### config.mk
export PLATFORM = sky130hd
export DESIGN_NAME = ipv4_tcp_checksum_stream_core
export DESIGN_NICKNAME = d
export VERILOG_FILES = /design/src/rtl/ipcs_pkg.sv /design/src/rtl/ipv4_tcp_checksum_stream_core.sv
export SDC_FILE = /design/constraint.sdc
export NUM_CORES = 1
export LEC_CHECK = 0
export BUFFER_PORTS_ARGS = -buffer_cell sky130_fd_sc_hd__buf_2
export CELL_PAD_IN_SITES_DETAIL_PLACEMENT = 1
export CELL_PAD_IN_SITES_GLOBAL_PLACEMENT = 1
export CORE_ASPECT_RATIO = 2
export CORE_MARGIN = 1.5
export CORE_UTILIZATION = 49
export DETAILED_ROUTE_END_ITERATION = 12
export GPL_TIMING_DRIVEN = 0
export PLACE_DENSITY_LB_ADDON = 0.25
export SLEW_MARGIN = 20
export SYNTH_ARGS = -nofsm -noshare
export SYNTH_HDL_FRONTEND = slang
export SYNTH_SLANG_ARGS = --single-unit
### constraint.sdc
create_clock -name clk -period 18.8 [get_ports clk]
set_input_delay 0.94 -clock clk [delete_from_list [all_inputs] [get_ports clk]]
set_output_delay 0.94 -clock clk [all_outputs]
set_load 0.05 [all_outputs]
### src/rtl/ipcs_pkg.sv
// ============================================================================
// ipcs_pkg: shared types and helpers for the IPv4/TCP checksum stream core
// Word widths, header field positions and the end-around-carry adder.
// ============================================================================
package ipcs_pkg;

    localparam int WORD_W  = 16;
    localparam int INDEX_W = 15;
    localparam int IHL_W   = 4;
    localparam int PROTO_W = 8;

    typedef logic [WORD_W-1:0]  word_t;
    typedef logic [INDEX_W-1:0] index_t;
    typedef logic [IHL_W-1:0]   ihl_t;
    typedef logic [PROTO_W-1:0] proto_t;

    localparam word_t  LOW_BYTE_MASK = 16'h00ff;
    localparam word_t  WORD_MASK     = 16'hffff;
    localparam index_t INDEX_MAX     = 15'h7fff;

    // Fixed word positions inside the IPv4 header
    localparam index_t IDX_IHL        = 15'd0;
    localparam index_t IDX_TOTAL_LEN  = 15'd1;
    localparam index_t IDX_PROTOCOL   = 15'd4;
    localparam index_t IDX_IP_CHECK   = 15'd5;
    localparam index_t IDX_ADDR_FIRST = 15'd6;
    localparam index_t IDX_ADDR_LAST  = 15'd9;
    localparam index_t IDX_FIRST_VAR  = 15'd2;

    // TCP check word sits this many words into the segment
    localparam index_t TCP_CHECK_OFS  = 15'd8;
    localparam ihl_t   IHL_MIN        = 4'd5;

    // Ones'-complement add with end-around carry
    function automatic word_t oc_add(input word_t a, input word_t b);
        logic [WORD_W:0] s;
        logic [WORD_W:0] f;
        begin
            s = {1'b0, a} + {1'b0, b};
            f = {1'b0, s[WORD_W-1:0]} + {{WORD_W{1'b0}}, s[WORD_W]};
            oc_add = f[WORD_W-1:0];
        end
    endfunction

endpackage

### src/rtl/ipv4_tcp_checksum_stream_core.sv
// ============================================================================
// ipv4_tcp_checksum_stream_core: streaming IPv4 header and TCP checksums
// Sums one IPv4/TCP packet word by word and reports both checksums at its end.
// ============================================================================
// Usage:
//   Input channel (in_valid/in_ready, word, last) carries the packet as
//   big-endian 16-bit words; last marks the final word of a packet.
//   Output channel (out_valid/out_ready, ip_checksum, tcp_checksum,
//   length_error) carries one result per packet, after its last word.
//   Throughput: one word per cycle unless a last word waits for the output
//   register, set by the single pass from the input register through both
//   running-sum adders into the state (or, on a last word, result) registers.
//   Back-pressure: a finished result waits in the output register; non-last
//   words keep flowing while it waits. Only a last word finding the output
//   register still full holds in the input register, and in_ready drops
//   until the receiver takes the pending result.
//   Reset clears the running sums, word counter and both valid flags; the
//   block then expects the first word of a new packet.
//   Words past the IP total length, or past word 32767, do not count.
// ============================================================================
module ipv4_tcp_checksum_stream_core
    import ipcs_pkg::*;
(
    input  logic        clk,
    input  logic        rst_n,
    input  logic        in_valid,
    output logic        in_ready,
    input  logic [15:0] word,
    input  logic        last,
    output logic        out_valid,
    input  logic        out_ready,
    output logic [15:0] ip_checksum,
    output logic [15:0] tcp_checksum,
    output logic        length_error
);

    // Input register
    logic   in_valid_reg;
    word_t  word_reg;
    logic   last_reg;

    // Per-packet state
    index_t word_index_reg, word_index_next;
    logic   past_end_reg, past_end_next;
    ihl_t   header_words_reg, header_words_next;
    word_t  total_length_reg, total_length_next;
    proto_t protocol_reg, protocol_next;
    word_t  ip_sum_reg, ip_sum_next;
    word_t  tcp_sum_reg, tcp_sum_next;

    // Result register
    logic   out_valid_reg;
    word_t  ip_checksum_reg, ip_checksum_next;
    word_t  tcp_checksum_reg, tcp_checksum_next;
    logic   length_error_reg, length_error_next;

    logic   advance;
    logic   result_free;

    // Datapath temporaries
    word_t          bytes;
    word_t          w_eff;
    logic           in_range;
    logic [5:0]     hdr_end;
    logic [6:0]     tcp_check_idx;
    logic           take_ip, take_addr, take_seg;
    word_t          tcp_mid;
    word_t          seg_len;
    word_t          tcp_fin;
    logic [15:0]    count;
    logic [16:0]    count_bytes;

    // Result register frees when empty or being drained this cycle
    assign result_free = !out_valid_reg || out_ready;
    // Non-last words never wait; a last word waits for room in the result register
    assign advance     = in_valid_reg && (!last_reg || result_free);
    assign in_ready    = !in_valid_reg || advance;

    always_comb
    begin
        word_index_next   = word_index_reg;
        past_end_next     = past_end_reg;
        header_words_next = header_words_reg;
        total_length_next = total_length_reg;
        protocol_next     = protocol_reg;
        ip_sum_next       = ip_sum_reg;
        tcp_sum_next      = tcp_sum_reg;

        bytes         = {word_index_reg, 1'b0};
        in_range      = 1'b0;
        w_eff         = word_reg;
        hdr_end       = 6'd0;
        tcp_check_idx = 7'd0;
        take_ip       = 1'b0;
        take_addr     = 1'b0;
        take_seg      = 1'b0;
        tcp_mid       = tcp_sum_reg;

        if (!past_end_reg)
        begin
            // Latch header fields as they pass, before classing the word
            if (word_index_reg == IDX_IHL)
                header_words_next = word_reg[11:8];
            if (word_index_reg == IDX_TOTAL_LEN)
                total_length_next = word_reg;
            if (word_index_reg == IDX_PROTOCOL)
                protocol_next = proto_t'(word_reg & LOW_BYTE_MASK);

            in_range = (word_index_reg < IDX_FIRST_VAR) || (bytes < total_length_next);

            // Odd final byte: pad the low byte with zero
            if ((word_index_reg >= IDX_FIRST_VAR) &&
                ({word_index_reg, 1'b1} == total_length_next))
                w_eff = word_reg & ~LOW_BYTE_MASK;

            hdr_end       = {1'b0, header_words_next, 1'b0};
            tcp_check_idx = {1'b0, hdr_end} + 7'(TCP_CHECK_OFS);

            take_ip   = in_range && (word_index_reg < index_t'(hdr_end)) &&
                        (word_index_reg != IDX_IP_CHECK);
            take_addr = in_range && (word_index_reg >= IDX_ADDR_FIRST) &&
                        (word_index_reg <= IDX_ADDR_LAST);
            take_seg  = in_range && (word_index_reg >= index_t'(hdr_end)) &&
                        (word_index_reg != index_t'(tcp_check_idx));

            if (take_ip)
                ip_sum_next = oc_add(ip_sum_reg, w_eff);
            tcp_mid = take_addr ? oc_add(tcp_sum_reg, w_eff) : tcp_sum_reg;
            tcp_sum_next = take_seg ? oc_add(tcp_mid, w_eff) : tcp_mid;

            // Stop counting at the last representable index
            if (word_index_reg == INDEX_MAX)
                past_end_next = 1'b1;
            else
                word_index_next = word_index_reg + index_t'(1);
        end

        // Pseudo-header terms and end-of-packet checks
        seg_len     = total_length_next - {10'd0, header_words_next, 2'b00};
        tcp_fin     = oc_add(oc_add(tcp_sum_next, {8'd0, protocol_next}), seg_len);
        count       = past_end_next ? 16'h8000 : {1'b0, word_index_next};
        count_bytes = {count, 1'b0};

        ip_checksum_next  = ~ip_sum_next;
        tcp_checksum_next = ~tcp_fin;
        length_error_next = (header_words_next < IHL_MIN) ||
                            (count_bytes < {1'b0, total_length_next});
    end

    // Control and packet state
    always_ff @(posedge clk or negedge rst_n)
    begin
        if (!rst_n)
        begin
            in_valid_reg     <= 1'b0;
            out_valid_reg    <= 1'b0;
            word_index_reg   <= '0;
            past_end_reg     <= 1'b0;
            header_words_reg <= '0;
            total_length_reg <= '0;
            protocol_reg     <= '0;
            ip_sum_reg       <= '0;
            tcp_sum_reg      <= '0;
        end
        else
        begin
            if (in_ready)
                in_valid_reg <= in_valid;

            if (advance && last_reg)
                out_valid_reg <= 1'b1;
            else if (out_ready)
                out_valid_reg <= 1'b0;

            if (advance)
            begin
                if (last_reg)
                begin
                    // Clear for the next packet
                    word_index_reg   <= '0;
                    past_end_reg     <= 1'b0;
                    header_words_reg <= '0;
                    total_length_reg <= '0;
                    protocol_reg     <= '0;
                    ip_sum_reg       <= '0;
                    tcp_sum_reg      <= '0;
                end
                else
                begin
                    word_index_reg   <= word_index_next;
                    past_end_reg     <= past_end_next;
                    header_words_reg <= header_words_next;
                    total_length_reg <= total_length_next;
                    protocol_reg     <= protocol_next;
                    ip_sum_reg       <= ip_sum_next;
                    tcp_sum_reg      <= tcp_sum_next;
                end
            end
        end
    end

    // Payload registers
    always_ff @(posedge clk)
    begin
        if (in_ready && in_valid)
        begin
            word_reg <= word;
            last_reg <= last;
        end
        if (advance && last_reg)
        begin
            ip_checksum_reg  <= ip_checksum_next;
            tcp_checksum_reg <= tcp_checksum_next;
            length_error_reg <= length_error_next;
        end
    end

    assign out_valid    = out_valid_reg;
    assign ip_checksum  = ip_checksum_reg;
    assign tcp_checksum = tcp_checksum_reg;
    assign length_error = length_error_reg;

endmodule

# [Word level (Yosys, flattened, before mapping)]
# Cells that the tools add are included.
[op_classes] addsub=13 n_eq_ne=6 bitwise_logic=2 order_cmp=9 muxes=29 reduce_logical=20
[op_table] op="$mux 16" count=13
[op_table] op="$add 16x1->16" count=5
[op_table] op="$add 16x16->17" count=4
[op_table] op="$mux 15" count=3
[op_table] op="$mux 8" count=4
[op_table] op="$not 16->16" count=2
[op_table] op="$add 16x8->17" count=1
[op_table] op="$lt 17x16->1" count=1
[op_table] op="$eq 16x16->1" count=1
[op_table] op="$lt 16x16->1" count=1
[op_table] op="$mux 4" count=4
[op_table] op="$sub 16x6->16" count=1
[op_table] op="$add 15x1->15 const B" count=1
[op_table] op="$eq 15x1->1 const B" count=1
[op_table] op="$eq 15x15->1 const B" count=1
[op_table] op="$eq 15x3->1 const B" count=1
[op_table] op="$ge 15x2->1 const B" count=1
[op_table] op="$ge 15x3->1 const B" count=1
[op_table] op="$ge 15x5->1" count=1
[op_table] op="$le 15x4->1 const B" count=1
[op_table] op="$logic_not 15->1" count=1
[op_table] op="$lt 15x2->1 const B" count=1
[op_table] op="$lt 15x5->1" count=1
[op_table] op="$ne 15x3->1 const B" count=1
[op_table] op="other kinds (8)" count=27
[totals] ff_bits=128 word_cells=93 out_inout_bits=35 in_bits=21

# [Longest topological paths before layout]
[logic_depth] word_depth=19 ltp_mapped=86 depth_no_buf=83

# [Worst setup path before layout]
# Ideal clock, no wire load.
[synth_timing] kind="flip-flop to flip-flop" from="reg word_index_reg[11]" to="reg tcp_checksum_reg[15] (netlist: tcp_checksum[15]) (data pin)" t_required_ps=18542 n_path_buf=4 setup_time_ps=258 t_arrival_ps=15239 stages_incl_launch_ff=83 slack_ps=3303 cell_sequence="dfrtp_1 > buf_6 > nor4_4 > and4_1 > clkbuf_1 > nand3_1 > clkbuf_1 > mux2i_1 > ha_1 > nand3_1 > nor4_2 > o21a_1 > nand2_1 > and2_1 > ha_1 > ha_1 > a21o_1 > a21oi_1 > [47 not listed] > a21oi_1 > o21bai_1 > a2111oi_0 > o41ai_1 > a21oi_1 > nor2b_1 > o21ai_0 > nand2b_1 > ha_1 > nand2_1 > nor2b_1 > and4_1 > and2_1 > nand2_1 > nor3_1 > nand4_1 > nor2_1 > xnor2_1"
[synth_between] elab_chain_len=19
[synth_lines] element="start, declared" line="ipv4_tcp_checksum_stream_core.sv:43" source="index_t word_index_reg, word_index_next;"
[synth_lines] element="start signal, assigned" line="ipv4_tcp_checksum_stream_core.sv:190" source="word_index_reg <= word_index_next;"
[synth_lines] element="$eq 15x1->1" line="ipv4_tcp_checksum_stream_core.sv:104" source="if (word_index_reg == IDX_TOTAL_LEN)"
[synth_lines] element="$mux 16" line="ipv4_tcp_checksum_stream_core.sv:104"
[synth_lines] element="$mux 16" line="ipv4_tcp_checksum_stream_core.sv:99" source="if (!past_end_reg)"
[synth_lines] element="$eq 16x16->1" line="ipv4_tcp_checksum_stream_core.sv:113" source="({word_index_reg, 1'b1} == total_length_next))"
[synth_lines] element="$logic_and 1x1->1" line="ipv4_tcp_checksum_stream_core.sv:112" source="if ((word_index_reg >= IDX_FIRST_VAR) &&"
[synth_lines] element="$mux 8" line="ipv4_tcp_checksum_stream_core.sv:112"
[synth_lines] element="$mux 16" line="ipv4_tcp_checksum_stream_core.sv:99"
[synth_lines] element="$add 16x16->17" line="ipcs_pkg.sv:39" source="s = {1'b0, a} + {1'b0, b};"
[synth_lines] element="[4 not listed]"
[synth_lines] element="$mux 16" line="ipv4_tcp_checksum_stream_core.sv:129" source="tcp_sum_next = take_seg ? oc_add(tcp_mid, w_eff) : tcp_mid;"
[synth_lines] element="$mux 16" line="ipv4_tcp_checksum_stream_core.sv:99"
[synth_lines] element="$add 16x8->17" line="ipcs_pkg.sv:39"
[synth_lines] element="$add 16x1->16" line="ipcs_pkg.sv:40" source="f = {1'b0, s[WORD_W-1:0]} + {{WORD_W{1'b0}}, s[WORD_W]};"
[synth_lines] element="$add 16x16->17 *" line="ipcs_pkg.sv:39"
[synth_lines] element="$add 16x1->16 *" line="ipcs_pkg.sv:40"
[synth_lines] element="$not 16->16 *" line="ipv4_tcp_checksum_stream_core.sv:145" source="tcp_checksum_next = ~tcp_fin;"
[synth_lines] element="via tcp_checksum_next[15]" line="ipv4_tcp_checksum_stream_core.sv:54" source="word_t tcp_checksum_reg, tcp_checksum_next;"
[synth_lines] element="end signal, assigned" line="ipv4_tcp_checksum_stream_core.sv:213" source="tcp_checksum_reg <= tcp_checksum_next;"
[synth_lines] element="end, declared" line="ipv4_tcp_checksum_stream_core.sv:54"
# The timed path passes the listed nets; every way through them passes the cells marked *. The select of a mux whose other input is x is not followed.
# A chain may end at the register's enable or synchronous reset.

# [Worst setup path after layout]
# Same ends and word-level chain as after synthesis.

==> run summary <==
status -> finished, final reports clean
syn_area_per_cell -> 8.58 sq um
Post-Synth Simple-Gate Area -> 19.1%
HP Class -> in -> async
Crit path arrival time -> 18.01 ns
number of antenna violations at the first check in global routing -> 0
Mapped Nets -> 1657
M2 GR Usage -> 71.3%
max cap viols -> 0
mux contribution to synthesized area -> 5.29%
DR pass1 iterations -> 5
power per cell area -> 207 nW/um^2
Yosys top cell area share -> 15.1%
cell area after synthesis -> 12900 sq um
routing usage on met1 -> 31.6%
worst path required time -> 19.01 ns
cell area after layout -> 14400 sq um
initial core utilization -> 49.4%
gr ovfl total -> 0
placed cell area -> 13700 sq um
first-pass GRT wire length -> 78.4 mm
CTS tree -> done
register area share after synthesis -> 26.7%
count leader, synth -> nand2_1
Netlist cell types -> 96
CP most frequent cell -> ha_1
Tmin final -> 17.80 ns
post-route setup TNS -> 0 ns
Leak -> 6.28 nW
drt via density -> 6.48
post-route ant nets -> 0
Synth Area in Compound Gates -> 22.8%
cell types with the highest counts after synthesis -> 131 x nand2_1, 125 x ha_1, 106 x o21ai_0
Via Count -> 12600
Max stage delay on crit path -> 0.51 ns
Synth area leader -> dfrtp_1
global route hottest layer -> met2
RD Place Congestion -> 1.00
dominant synthesized flop cell -> dfrtp_1
Clock Latency Late Sink -> 0.46 ns
Final Worst Setup Slack -> 0.999 ns
Post-DP HPWL -> 40.8 mm
placement row count -> 84
antenna diode count -> 0
Final Skew -> 0.0150 ns
r2r endpoint -> tcp_checksum[15]
number of synthesized flops with an enable pin -> 50
Critical Path Source Type -> flop
area delta synth->final -> 11.6%
main combinational cell family by area after synthesis -> compound AO/OA/AOI/OAI gates
Die Area -> 27400 sq um
clk buf depth -> 2
Routed WL -> 51.9 mm
top cells by area, synth -> dfrtp_1 15%, ha_1 12%, edfxtp_1 12%
Slowest-stage cell, CP -> or4_1
gate count of the mapped netlist -> 1507
H-tree levels -> 4
Vert. Die Dim -> 233 um
CTS buffer count -> 17
dpl ws -> -1.16 ns
Post-Synth XOR/XNOR Area -> 8.94%
worst r2r src -> word_index_reg[11]
clock sinks -> 128
crit path max fanout -> 10
layout cells sized above 1 -> 11.4%
Adder-Cell Fraction of Synth Area -> 12.9%
Slew @ Worst Pin -> 1.13 ns
Slew HR -> 24.4%
Die X -> 118 um
gr usage total -> 38.5%
VDD IR-drop max -> 309 uV
crit path kind -> reg -> reg
overall power -> 2.98 mW
Final nets -> 1736
fin crit share -> 94.7%
IO buf count -> 55
Final Hold Viols -> 0
Final Max Slew Viols -> 0
f_max -> 56.2 MHz
vias in the first global route -> 13800
drt drc -> 0
GR Layer Usage met3 -> 7.11%
core area -> 26200 sq um
clk slew on worst S/H paths -> 0.06 ns
drt initial violations -> 640
flop and latch count out of synthesis -> 128
io pins -> 56
Worst Reg-to-Reg Cells -> 77
Syn. warnings -> 0
reg2reg setup slack -> 1.0 ns
FFs w/ async S/R, synth -> 60.9%
clock root cell -> clkbuf_16
maximum number of pins on one net before global-route repair -> 47
drt wl/cell -> 26.7 um
Critical Path Sink Type -> flop
fin util -> 55.2%
setup violators final -> 0
-- final cells by class --
type                            count  area, sq um
Fill cell                        3140        11700
Multi-Input combinational cell   1239         9060
Sequential cell                   128         3450
Clock buffer                       23          489
Tap cell                          344          430
Timing Repair Buffer               62          374
Inverter                           84          315
Buffer                             54          239
Clock inverter                      9         73.8
-- cells by family after synthesis --
family,after synthesis
DFF,128
muxes,66
AOI/OAI and AO/OA,429
xor gates and xnor gates,132
and+or+nand+nor,481
buffers and inverters,140
adders and majority gates,131
-- cells in the final DEF, fill, tap and decap left out, types with 50 or more instances in the layout --
cell,n
nand2_1,130
ha_1,124
nor2_1,104
o21ai_0,104
xnor2_1,94
inv_1,83
dfrtp_1,78
a21oi_1,74
buf_2,63
edfxtp_1,50
-- per-stage QoR --
stage | hold WS, ns | instances
after floorplan | 0.450 | 1507
after global placement | 0.463 | 1906
after detailed placement | 0.492 | 1908
after CTS | 0.382 | 1941
after global routing | 0.402 | 1943
final | 0.374 | 1943
-- metal layers --
metal	wire length, um	part of all wire [%]
met5	0	0
met4	6800	13
met2	27200	52
met1	15800	31
met3	2100	4.0
-- how the worst max path moves through the flow --
stage                                   from          endpoint  slack, ns
final                     word_index_reg[11]  tcp_checksum[15]        1.0
after global routing      word_index_reg[11]  tcp_checksum[15]      -0.03
after CTS                 word_index_reg[12]  tcp_checksum[15]       0.09
after detailed placement   word_index_reg[4]  tcp_checksum[15]      -1.16
after global placement     word_index_reg[4]  tcp_checksum[15]      -0.63
after floorplan           word_index_reg[11]  tcp_checksum[15]       3.30
-- worst max-delay path: cells and delay by family, from the launching register on --
kind	cells	cell delay, ns
AO/OA/AOI/OAI	29	5.97
XOR/XNOR	1	0.12
adder cells (fa/ha/maj)	11	3.05
buffers and inverters	4	0.83
flip-flops	1	0.40
multiplexers	1	0.38
AND/OR/NAND/NOR	31	6.74
-- what timing repair did --
item	in CTS	in global routing
pin swaps	1	3
setup buffers	1	4
hold buffers	0	0
resized for setup	11	22
endpoints found under the setup margin	16	16
-- power breakdown --
group / switching, mW / total [mW] / internal, mW
clock: 0.144 / 0.329 / 0.185
sequential: 0.0638 / 0.480 / 0.417
combinational: 1.38 / 2.18 / 0.792
total: 1.59 / 2.98 / 1.39
(Power assumes the default switching activity.)
